--- src/rtl/b64d_pkg.sv ---
`timescale 1ns / 1ps
// ----------------------------------------------------------------------------
// b64d_pkg: shared types and constants for the base64 stream decoder
// Symbol decode, group geometry and the job record passed front to back.
// ----------------------------------------------------------------------------
package b64d_pkg;

  localparam int unsigned SextetW   = 6;
  localparam int unsigned AccW      = 3 * SextetW;   // three pending sextets
  localparam int unsigned GroupW    = 4 * SextetW;   // one full group, three bytes
  localparam int unsigned ByteW     = 8;
  localparam int unsigned JobDepth  = 4;             // default job queue depth

  localparam logic [ByteW-1:0] PadChar = 8'h3D;      // '='

  typedef struct packed {
    logic               hit;
    logic [SextetW-1:0] val;
  } sextet_t;

  // One unit of back-end work: up to three bytes of a group, MSB first.
  // nbytes of zero on a final job means a bare end marker.
  typedef struct packed {
    logic [GroupW-1:0] data;
    logic [1:0]        nbytes;
    logic              last;
    logic              bad;
  } job_t;

  function automatic sextet_t sextet_of(input logic [ByteW-1:0] ch);
    sextet_t          s;
    logic [ByteW-1:0] off;
    s   = '0;
    off = '0;
    if (ch inside {["A":"Z"]}) begin
      off   = ch - 8'h41;
      s.hit = 1'b1;
      s.val = off[SextetW-1:0];
    end else if (ch inside {["a":"z"]}) begin
      off   = ch - 8'h61 + 8'd26;
      s.hit = 1'b1;
      s.val = off[SextetW-1:0];
    end else if (ch inside {["0":"9"]}) begin
      off   = ch - 8'h30 + 8'd52;
      s.hit = 1'b1;
      s.val = off[SextetW-1:0];
    end else if (ch == 8'h2B) begin
      s.hit = 1'b1;
      s.val = 6'd62;
    end else if (ch == 8'h2F) begin
      s.hit = 1'b1;
      s.val = 6'd63;
    end
    return s;
  endfunction

endpackage

--- src/rtl/base64_stream_decoder.sv ---
`timescale 1ns / 1ps
// ----------------------------------------------------------------------------
// base64_stream_decoder: streaming base64 (standard alphabet) decoder
// One character per cycle while full_o is low; decoded bytes out via a queue port.
// ----------------------------------------------------------------------------
// Takes one character per cycle (push_i while full_o is low); characters
// outside A-Z a-z 0-9 + / are skipped, '=' only counts as padding on the last
// two raw characters of a text, and is_last_i closes the text and returns the
// decoder to its reset state for the next one. Every fourth symbol yields
// three bytes, MSB first; the final character yields the padded tail bytes,
// or a bare end marker (byte_valid_o low) when nothing is left, and the last
// result of the text carries end_of_data_o, with bad_length_o set when an
// incomplete trailing group was discarded. The first result of a character
// passes through the job queue and then the output register. Results
// leave at one per cycle while pop_i keeps up, from a single output register
// fed by the byte sequencer, so a stream of valid symbols (0.75 bytes per
// character) is taken at full rate indefinitely; full_o only rises when the
// JOB_DEPTH-entry job queue between classifier and sequencer fills, i.e.
// when the result side is held off with pop_i.
// ----------------------------------------------------------------------------
module base64_stream_decoder #(
  parameter int unsigned JOB_DEPTH = b64d_pkg::JobDepth
) (
  input  logic                       clk_i,
  input  logic                       rst_ni,
  input  logic                       push_i,
  output logic                       full_o,
  input  logic [b64d_pkg::ByteW-1:0] in_char_i,
  input  logic                       is_last_i,
  output logic                       empty_o,
  input  logic                       pop_i,
  output logic [b64d_pkg::ByteW-1:0] out_byte_o,
  output logic                       byte_valid_o,
  output logic                       end_of_data_o,
  output logic                       bad_length_o
);

  localparam int unsigned JobW = $bits(b64d_pkg::job_t);

  logic           accept;
  logic           fr_job_valid;
  b64d_pkg::job_t fr_job;
  logic [JobW-1:0] q_rdata;
  b64d_pkg::job_t q_job;
  logic           q_empty, q_full, q_pop;

  assign accept = push_i && !q_full;
  assign full_o = q_full;

  // front: classify characters and build groups
  b64d_front u_front (
    .clk_i       (clk_i),
    .rst_ni      (rst_ni),
    .valid_i     (accept),
    .in_char_i   (in_char_i),
    .is_last_i   (is_last_i),
    .job_valid_o (fr_job_valid),
    .job_o       (fr_job)
  );

  // decoupling queue; full here is what backpressures the character input
  b64d_job_queue #(
    .WIDTH (JobW),
    .DEPTH (JOB_DEPTH)
  ) u_queue (
    .clk_i   (clk_i),
    .rst_ni  (rst_ni),
    .push_i  (fr_job_valid),
    .data_i  (fr_job),
    .pop_i   (q_pop),
    .data_o  (q_rdata),
    .empty_o (q_empty),
    .full_o  (q_full)
  );

  assign q_job = q_rdata;

  // back: one byte per cycle into the result register, as pop_i allows
  b64d_back u_back (
    .clk_i         (clk_i),
    .rst_ni        (rst_ni),
    .job_valid_i   (!q_empty),
    .job_i         (q_job),
    .job_pop_o     (q_pop),
    .pop_i         (pop_i),
    .empty_o       (empty_o),
    .out_byte_o    (out_byte_o),
    .byte_valid_o  (byte_valid_o),
    .end_of_data_o (end_of_data_o),
    .bad_length_o  (bad_length_o)
  );

  // a bare marker only ever closes a text
  a_marker_is_end : assert property (@(posedge clk_i) disable iff (!rst_ni)
    (!empty_o && !byte_valid_o) |-> end_of_data_o)
    else $error("end marker without end_of_data");

  // length error is reported on the closing result only
  a_bad_on_end : assert property (@(posedge clk_i) disable iff (!rst_ni)
    (!empty_o && bad_length_o) |-> end_of_data_o)
    else $error("bad_length on a non-final result");

  // a final character always leaves work behind it
  a_last_makes_job : assert property (@(posedge clk_i) disable iff (!rst_ni)
    (accept && is_last_i) |=> !q_empty)
    else $error("final character produced no job");

  // the front never offers a job to a full queue
  a_no_overflow : assert property (@(posedge clk_i) disable iff (!rst_ni)
    fr_job_valid |-> !q_full)
    else $error("job pushed into full queue");

endmodule

--- src/rtl/b64d_front.sv ---
`timescale 1ns / 1ps
// ----------------------------------------------------------------------------
// b64d_front: character classifier and sextet accumulator
// Gathers symbols into groups and issues one job per completed group or end.
// ----------------------------------------------------------------------------
module b64d_front (
  input  logic                           clk_i,
  input  logic                           rst_ni,
  input  logic                           valid_i,
  input  logic [b64d_pkg::ByteW-1:0]     in_char_i,
  input  logic                           is_last_i,
  output logic                           job_valid_o,
  output b64d_pkg::job_t                 job_o
);

  logic [b64d_pkg::AccW-1:0] acc_q, acc_d, acc_n;
  logic [1:0]                cnt_q, cnt_d, cnt_n;
  logic                      pad_q, pad_d;
  logic                      grp_full, is_pad;
  logic [1:0]                pads;
  logic [2:0]                total;
  b64d_pkg::sextet_t         sx;

  always_comb begin
    sx       = b64d_pkg::sextet_of(in_char_i);
    is_pad   = (in_char_i == b64d_pkg::PadChar);
    grp_full = 1'b0;
    acc_n    = acc_q;
    cnt_n    = cnt_q;
    if (sx.hit) begin
      if (cnt_q == 2'd3) begin
        grp_full = 1'b1;
        acc_n    = '0;
        cnt_n    = '0;
      end else begin
        acc_n = {acc_q[b64d_pkg::AccW-b64d_pkg::SextetW-1:0], sx.val};
        cnt_n = cnt_q + 2'd1;
      end
    end
    pads  = {1'b0, is_pad} + {1'b0, pad_q};
    total = {1'b0, cnt_n} + {1'b0, pads};
  end

  always_comb begin
    job_o       = '0;
    job_valid_o = 1'b0;
    acc_d       = acc_q;
    cnt_d       = cnt_q;
    pad_d       = pad_q;
    if (valid_i) begin
      if (grp_full) begin
        job_o.data   = {acc_q, sx.val};
        job_o.nbytes = 2'd3;
      end
      if (is_last_i) begin
        job_o.last = 1'b1;
        if (!grp_full && total == 3'd4) begin
          // padded tail: two or three sextets, one or two bytes kept
          job_o.nbytes = 2'd3 - pads;
          case (cnt_n)
            2'd3:    job_o.data = {acc_n, 6'b0};
            2'd2:    job_o.data = {acc_n[11:0], 12'b0};
            default: job_o.data = '0;
          endcase
        end else begin
          job_o.bad = (total != 3'd0);
        end
        acc_d = '0;
        cnt_d = '0;
        pad_d = 1'b0;
      end else begin
        acc_d = acc_n;
        cnt_d = cnt_n;
        pad_d = is_pad;
      end
      job_valid_o = grp_full | is_last_i;
    end
  end

  always_ff @(posedge clk_i or negedge rst_ni) begin
    if (!rst_ni) begin
      acc_q <= '0;
      cnt_q <= '0;
      pad_q <= 1'b0;
    end else begin
      acc_q <= acc_d;
      cnt_q <= cnt_d;
      pad_q <= pad_d;
    end
  end

endmodule

--- src/rtl/b64d_job_queue.sv ---
`timescale 1ns / 1ps
// ----------------------------------------------------------------------------
// b64d_job_queue: small FIFO of jobs between front and back
// Register based, first-word-fall-through on the read side.
// ----------------------------------------------------------------------------
module b64d_job_queue #(
  parameter int unsigned WIDTH = 28,
  parameter int unsigned DEPTH = 4
) (
  input  logic             clk_i,
  input  logic             rst_ni,
  input  logic             push_i,
  input  logic [WIDTH-1:0] data_i,
  input  logic             pop_i,
  output logic [WIDTH-1:0] data_o,
  output logic             empty_o,
  output logic             full_o
);

  localparam int unsigned PtrW = (DEPTH > 1) ? $clog2(DEPTH) : 1;
  localparam int unsigned CntW = $clog2(DEPTH + 1);

  logic [WIDTH-1:0] mem_q [DEPTH];
  logic [PtrW-1:0]  wr_ptr_q, wr_ptr_d, rd_ptr_q, rd_ptr_d;
  logic [CntW-1:0]  cnt_q, cnt_d;
  logic             do_push, do_pop;

  assign empty_o = (cnt_q == '0);
  assign full_o  = (cnt_q == CntW'(DEPTH));
  assign data_o  = mem_q[rd_ptr_q];
  assign do_push = push_i && !full_o;
  assign do_pop  = pop_i && !empty_o;

  always_comb begin
    wr_ptr_d = wr_ptr_q;
    rd_ptr_d = rd_ptr_q;
    cnt_d    = cnt_q;
    if (do_push) begin
      wr_ptr_d = (wr_ptr_q == PtrW'(DEPTH - 1)) ? '0 : wr_ptr_q + PtrW'(1);
    end
    if (do_pop) begin
      rd_ptr_d = (rd_ptr_q == PtrW'(DEPTH - 1)) ? '0 : rd_ptr_q + PtrW'(1);
    end
    if (do_push && !do_pop) begin
      cnt_d = cnt_q + CntW'(1);
    end else if (do_pop && !do_push) begin
      cnt_d = cnt_q - CntW'(1);
    end
  end

  always_ff @(posedge clk_i or negedge rst_ni) begin
    if (!rst_ni) begin
      wr_ptr_q <= '0;
      rd_ptr_q <= '0;
      cnt_q    <= '0;
    end else begin
      wr_ptr_q <= wr_ptr_d;
      rd_ptr_q <= rd_ptr_d;
      cnt_q    <= cnt_d;
    end
  end

  always_ff @(posedge clk_i) begin
    if (do_push) begin
      mem_q[wr_ptr_q] <= data_i;
    end
  end

endmodule

--- src/rtl/b64d_back.sv ---
`timescale 1ns / 1ps
// ----------------------------------------------------------------------------
// b64d_back: byte sequencer and output register
// Walks the head job into a single result stage, one byte per cycle as pop_i allows.
// ----------------------------------------------------------------------------
module b64d_back (
  input  logic                       clk_i,
  input  logic                       rst_ni,
  input  logic                       job_valid_i,
  input  b64d_pkg::job_t             job_i,
  output logic                       job_pop_o,
  input  logic                       pop_i,
  output logic                       empty_o,
  output logic [b64d_pkg::ByteW-1:0] out_byte_o,
  output logic                       byte_valid_o,
  output logic                       end_of_data_o,
  output logic                       bad_length_o
);

  logic [1:0]                idx_q, idx_d;
  logic                      out_vld_q, out_vld_d;
  logic [b64d_pkg::ByteW-1:0] byte_q, byte_d;
  logic                      bv_q, eod_q, bad_q, bv_d, eod_d, bad_d;
  logic                      load, at_end;
  logic [1:0]                n_res;

  always_comb begin
    load   = job_valid_i && (!out_vld_q || pop_i);
    n_res  = (job_i.nbytes == 2'd0) ? 2'd1 : job_i.nbytes;
    at_end = (idx_q == n_res - 2'd1);
    bv_d   = (job_i.nbytes != 2'd0);
    eod_d  = job_i.last && at_end;
    bad_d  = job_i.bad && at_end;
    case (idx_q)
      2'd0:    byte_d = job_i.data[23:16];
      2'd1:    byte_d = job_i.data[15:8];
      2'd2:    byte_d = job_i.data[7:0];
      default: byte_d = '0;
    endcase
    if (!bv_d) begin
      byte_d = '0;
    end
    job_pop_o = load && at_end;
    idx_d     = idx_q;
    if (load) begin
      idx_d = at_end ? 2'd0 : idx_q + 2'd1;
    end
    out_vld_d = load ? 1'b1 : (pop_i ? 1'b0 : out_vld_q);
  end

  always_ff @(posedge clk_i or negedge rst_ni) begin
    if (!rst_ni) begin
      idx_q     <= '0;
      out_vld_q <= 1'b0;
    end else begin
      idx_q     <= idx_d;
      out_vld_q <= out_vld_d;
    end
  end

  always_ff @(posedge clk_i) begin
    if (load) begin
      byte_q <= byte_d;
      bv_q   <= bv_d;
      eod_q  <= eod_d;
      bad_q  <= bad_d;
    end
  end

  assign empty_o       = !out_vld_q;
  assign out_byte_o    = byte_q;
  assign byte_valid_o  = bv_q;
  assign end_of_data_o = eod_q;
  assign bad_length_o  = bad_q;

endmodule
--- config.mk ---
export PLATFORM = sky130hd
export DESIGN_NAME = base64_stream_decoder
export DESIGN_NICKNAME = d
export VERILOG_FILES = /design/src/rtl/b64d_pkg.sv /design/src/rtl/base64_stream_decoder.sv /design/src/rtl/b64d_front.sv /design/src/rtl/b64d_job_queue.sv /design/src/rtl/b64d_back.sv
export SDC_FILE = /design/constraint.sdc
export NUM_CORES = 1
export LEC_CHECK = 0
export ABC_AREA = 0
export BUFFER_PORTS_ARGS = -buffer_cell sky130_fd_sc_hd__buf_4
export CORE_MARGIN = 2
export CORE_UTILIZATION = 41
export DETAILED_ROUTE_END_ITERATION = 10
export MAX_ROUTING_LAYER = met4
export PLACE_DENSITY_LB_ADDON = 0.08
export SLEW_MARGIN = 20
export SYNTH_ARGS = -nofsm -noshare
export SYNTH_HDL_FRONTEND = slang
export SYNTH_HIERARCHICAL = 1
export SYNTH_SLANG_ARGS = --single-unit
--- constraint.sdc ---
create_clock -name clk_i -period 7.4 [get_ports clk_i]
set_clock_uncertainty 0.15 [all_clocks]
set_input_delay 0 -clock clk_i [delete_from_list [all_inputs] [get_ports clk_i]]
set_output_delay 0 -clock clk_i [all_outputs]
set_load 0.02 [all_outputs]
======== Yosys cells after proc, flatten, opt, wreduce, memory -nomap -nowiden ========
Memories as Yosys holds them, arrays and structs flattened.
Index checks and enable logic that the tools add are counted.
word-level totals
  bits of input ports ..................... 13
  memories ................................ 1
  RAM bits ................................ 112
  register bits ........................... 42
memories
  name           depth  width  rd ports  clocked after memory_dff  wr ports  line                  RTL
  u_queue.mem_q  4      28     1         0                         1         b64d_job_queue.sv:23  logic [WIDTH-1:0] mem_q [DEPTH];
cells by class
  magnitude comparators ................... 6
  $add $sub $neg .......................... 15
  bitwise operators ....................... 1
  reduce and logical (&&, ||, !) cells .... 27
  muxes and demuxes ....................... 32
  eq/ne operators ......................... 13
operators with widths
  operator               number
  $mux W28               2
  $mux W18               3
  $mux W26               2
  $pmux W24 S2           1
  $mux W7                5
  $eq A8 B6 Y1 const B   3
  $pmux W8 S3            1
  $ge A8 B7 Y1 const B   2
  $le A8 B7 Y1 const B   2
  $mux W2                7
  $logic_and A1 B1 Y1    13
  $eq A2 B2 Y1 const B   6
  $sub A6 B6 Y6 const B  2
  $mux W1                9
  $add A2 B1 Y2 const B  4
  $ge A8 B6 Y1 const B   1
  $le A8 B6 Y1 const B   1
  $add A6 B5 Y6 const B  1
  $add A6 B6 Y6 const B  1
  $eq A3 B3 Y1 const B   2
  $logic_not A1 Y1       6
  $mux W3                2
  $reduce_bool A2 Y1     3
  $sub A6 B1 Y6 const B  1
  other kinds (13)       14

======== Logic depth before layout (Yosys ltp) ========
  depth in word-level cells ............... 14
  mapped depth ............................ 19
  gate-level depth less buffers ........... 16

======== Hierarchy ========
The synthesis kept the hierarchy.
by module, submodules not included
  module                 times used  cells each  area an instance (µm²)
  b64d_job_queue         1           183         4484.3
  b64d_front             1           272         2284.7
  b64d_back              1           62          752.0
  base64_stream_decoder  1           2           17.5

======== Worst setup path before layout ========
Ideal clock, no wire load.
  kind .................................... in2reg
  start ................................... in in_char_i[2] (netlist name)
  end ..................................... mem u_queue.mem_q[0][17], data pin
  library setup time ...................... 0.176 ns
  path slack .............................. 3.564 ns
  path buffers ............................ 4
  cell stages on the path ................. 18
  data required time ...................... 7.074 ns
  data arrival time ....................... 3.510 ns
  path through ............................ buf_2 > inv_1 > ha_1 > a21o_2 > nand2_1 > o21ai_2 > and2_4 > buf_6 > buf_6 > buf_2 > mux2i_1 > nor2b_1 > fa_1 > nor3b_1 > nand2_1 > o32a_4 > nand2b_4 > o221ai_2
RTL lines
  what         line                         RTL
  from (decl)  base64_stream_decoder.sv:28  input logic [b64d_pkg::ByteW-1:0] in_char_i,
  to (decl)    b64d_job_queue.sv:23

==> out/qor.csv <==
stage,metric,value,unit
sta,Max-Slew Margin vs Limit,0.426,
flow_run,maxcap violations,0,
cells_and_area,"Cell Count, Final, Fillers Out",786,
global_route,vias in the first global route,4691,
yosys,area share of the largest cell type after synthesis,0.490,
setup_path,arrival time reported for the critical path endpoint,4.28,ns
pwr,power share of the clock group,0.286,
min_path,hold path start,in_char_i[0],
cells_and_area,Syn-to-layout area delta,13.1,%
floorplan,Die Wd,140,um
setup_path,crit path from,u_front/cnt_q[0],
clock_network,root buf cell,sky130_fd_sc_hd__clkbuf_16,
clock_network,Max Root-Sink Buffers,2,
pwr,share of power burned in combinational logic,0.301,
detailed_routing,"wirelength, routed",17000,um
sta,endpoints failing hold,0,
cells_and_area,most frequent standard cell in the layout excluding fill and tap cells,sky130_fd_sc_hd__edfxtp_1,
placed_design,total placed cells including tap cells,750,
min_path,kind of path behind the tightest hold check,primary input to flip-flop,
cells_and_area,most used cells in the layout excluding fill and tap cells,"sky130_fd_sc_hd__edfxtp_1 (123), sky130_fd_sc_hd__nand2_1 (34), sky130_fd_sc_hd__nor2_1 (30), sky130_fd_sc_hd__dfrtp_1 (30), sky130_fd_sc_hd__buf_4 (29)",
detailed_routing,first-iteration detailed-routing DRC count,441,
yosys,ys flop type,sky130_fd_sc_hd__edfxtp_1,
yosys,Unique masters post-synth,76,
floorplan,area enclosed by the die boundary,0.0195,mm2
detailed_routing,mean routed wirelength per cell,21.6,um
yosys,Syn Area/Cell,14.5,um2
global_route,busiest layer in global routing,met2,
sta,setup repair after global routing missed its margin,no,
sta,post-route fraction of the period consumed by the critical path,0.574,
placed_design,HPWL reported at the end of detailed placement,11400,um
yosys,async set-or-reset flop fraction in the synthesized netlist,0.201,
pwr,static power due to leakage,0.00307,uW
floorplan,die outline height,140,um
clock_network,worst skew pair latency,0.42,ns
floorplan,effective utilization at floorplan,0.418,
placed_design,final weighted congestion in routability-driven placement,0.923,
setup_path,CP Launch Type,flip-flop,
setup_path,largest fanout of any net on the critical path,17,
global_route,antenna violations before repair,0,
setup_path,critical path start-end classification,flip-flop to flip-flop,
setup_path,beginning of the worst register-to-register path,u_front/cnt_q[0],
yosys,"top cells by area, synth","sky130_fd_sc_hd__edfxtp_1 (49%), sky130_fd_sc_hd__dfrtp_1 (10%), sky130_fd_sc_hd__mux4_2 (8.4%)",
clock_network,TritonCTS clock tree,built,
sta,slew at the pin closest to its max-slew limit,0.861,ns
cells_and_area,layout filler cell count,1587,
pwr,worst voltage drop across the vdd grid,0.176,mV
setup_path,required time of the critical path,7.43,ns
setup_path,length in cells of the worst reg-to-reg path,10,
detailed_routing,Residual DRC,0,
sta,setup TNS,0,ns
pwr,sequential share of power,0.413,
clock_network,register clock-pin slew on the reported worst setup and hold paths,0.06,ns
global_route,largest net degree at the start of global routing,36,
detailed_routing,remaining antenna violation count,0,
sta,upper clock frequency limit,235,MHz
pwr,Power Internal,1960,uW
cells_and_area,antenna diode instance count,0,
global_route,global-route met1 utilization,0.254,
yosys,count of flip-flops with a built-in enable after synthesis,123,
pwr,Pwr per Cell Area,337,mW/mm2
sta,hold_ws,0.104,ns
floorplan,area of the core region,0.0180,mm2
pwr,net switching power,914,uW
detailed_routing,detailed-router iteration count before antenna repair,5,
yosys,count of warnings emitted by yosys,6,
yosys,Synth Instances,519,
clock_network,number of buffers added by the clock tree synthesis step,17,
cells_and_area,post-layout net count,580,
cells_and_area,share of post-route cells with drive strength above 1,0.215,
pwr,switching power share of the total,0.318,
sta,final slew viol count,0,
yosys,leading area contributor after synthesis,sky130_fd_sc_hd__edfxtp_1,
run_status,result of the run,finished clean,
floorplan,total I/O pin count,26,
clock_network,depth of the CTS H-tree,4,
yosys,share of synthesized area occupied by flip-flops and latches,0.593,
detailed_routing,vias post-DR,4669,
yosys,Syn Std Cell Area,0.00754,mm2
yosys,register bit count reported by yosys,154,
floorplan,site row count,49,
clock_network,TritonCTS Sinks,154,
sta,"Min Clock Period, post-route",4.25,ns
yosys,total nets after synthesis,554,
global_route,total overflow reported by the global router,0,
clock_network,count of buffers added by post-CTS timing repair for setup,0,
global_route,wire length of the first global-routing pass,27100,um
global_route,met2 layer usage reported by global route,0.294,
min_path,number of cells traversed by the worst hold path,5,
global_route,total global-route track usage,0.189,
setup_path,Setup crit end kind,flip-flop,
sta,final count of negative-setup-slack endpoints,0,
global_route,M3 GR Usage,0.0323,
placed_design,count of buffers inserted at the top-level ports,25,
detailed_routing,routed via count divided by cell count,5.94,
## per-stage QoR
| step | utilization | setup slack, ns | total power (uW) | area, um2 |
|---|---|---|---|---|
| after CTS | 0.473 | 3.24 | 2910 | 8530 |
| after global placement | 0.439 | 3.16 | 2070 | 7910 |
| after detailed placement | 0.439 | 3.09 | 2080 | 7910 |
| final | 0.473 | 3.15 | 2870 | 8530 |
| after global routing | 0.473 | 2.91 | 3020 | 8530 |
| after floorplan | - | 3.56 | 1810 | 7540 |
## layer usage
layer	part of all wire	routed length, um	vias to the layer above
li1	-	-	2111
met1	0.46	7820	2380
met2	0.49	8240	153
met3	0.040	683	25
met4	0.014	238	0
met5	0	0	-
## layout make-up
| cell class | count | area [um2] | area share |
|---|---|---|---|
| timing repair buffer | 34 | 278 | 0.0326 |
| tap | 229 | 287 | 0.0336 |
| multi-input combinational | 321 | 2870 | 0.337 |
| clock inverter | 13 | 128 | 0.0150 |
| sequential | 154 | 4470 | 0.524 |
| clock buffer | 18 | 429 | 0.0503 |
| inverter | 17 | 63.8 | 0.00748 |
## worst paths after layout
| check | endpoint | slack (ns) |
|---|---|---|
| setup / recovery | u_queue/mem_q[0][22] | 3.15 |
| min in group asynchronous | u_back/out_vld_q | 0.44 |
| hold reg to reg | u_front/pad_q | 0.38 |
| max in group asynchronous | u_queue/rd_ptr_q[0] | 6.45 |
| hold / removal | u_front/acc_q[0] | 0.10 |
| setup reg to reg | u_queue/mem_q[0][22] | 3.15 |
## synthesized netlist by cell type (8+ instances only)
master / number
sky130_fd_sc_hd__a21oi_1: 10
sky130_fd_sc_hd__a222oi_1: 8
sky130_fd_sc_hd__a22o_1: 10
sky130_fd_sc_hd__a22oi_1: 13
sky130_fd_sc_hd__buf_2: 10
sky130_fd_sc_hd__clkbuf_1: 9
sky130_fd_sc_hd__dfrtp_1: 31
sky130_fd_sc_hd__edfxtp_1: 123
sky130_fd_sc_hd__ha_1: 20
sky130_fd_sc_hd__inv_1: 17
sky130_fd_sc_hd__mux4_2: 28
sky130_fd_sc_hd__nand2_1: 34
sky130_fd_sc_hd__nand3_1: 9
sky130_fd_sc_hd__nor2_1: 31
sky130_fd_sc_hd__o21ai_0: 10
sky130_fd_sc_hd__o21ai_1: 11
sky130_fd_sc_hd__o2bb2ai_1: 17
## flip-flops by register name, indices dropped and copies added, names as in the netlist
register	flops
u_front/cnt_q	2
u_back/out_vld_q	1
u_front/pad_q	1
u_front/acc_q	18
u_queue/mem_q	112
u_back/byte_valid_o	1
u_back/end_of_data_o	1
u_back/out_byte_o	8
u_back/bad_length_o	1
u_queue/cnt_q	3
u_back/idx_q	2
u_queue/wr_ptr_q	2
u_queue/rd_ptr_q	2
## logic make-up (layout without fill, tap and decap cells)
family,after synthesis,count (layout),share of synthesized area
AOI/OAI and AO/OA,125,125,0.137
buffers and inverters,44,82,0.0271
xor gates and xnor gates,7,7,0.00813
and+or+nand+nor,131,131,0.100
DFF,154,154,0.593
adders and majority gates,22,22,0.0385
muxes,36,36,0.0959
## power by group through the flow
| stage | clock [uW] | combinational, uW | sequential, uW |
|---|---|---|---|
| after floorplan | 0 | 603 | 1210 |
| after detailed placement | 0 | 873 | 1200 |
| after CTS | 840 | 878 | 1190 |
| final | 820 | 865 | 1190 |
| after global placement | 0 | 872 | 1200 |
| after global routing | 873 | 943 | 1200 |
## critical path: stages, from the launching register on
cell and delay, ns:
sky130_fd_sc_hd__dfrtp_1 0.69, sky130_fd_sc_hd__ha_1 0.70, sky130_fd_sc_hd__a21oi_1 0.24, sky130_fd_sc_hd__mux2i_1 0.18
sky130_fd_sc_hd__nor2b_1 0.07, sky130_fd_sc_hd__fa_1 0.47, sky130_fd_sc_hd__nor3b_1 0.41, sky130_fd_sc_hd__nand2_1 0.12
sky130_fd_sc_hd__o32a_4 0.36, sky130_fd_sc_hd__nand2b_4 0.21, sky130_fd_sc_hd__o21ai_1 0.40
## what timing repair did
| item | CTS | global route |
|---|---|---|
| setup endpoints to repair | 0 | 0 |
| hold buffers | 5 | 0 |
| resized for setup | 0 | 0 |
| hold endpoints to repair | 41 | 0 |
No activity file was read; power rests on OpenSTA's default activity.
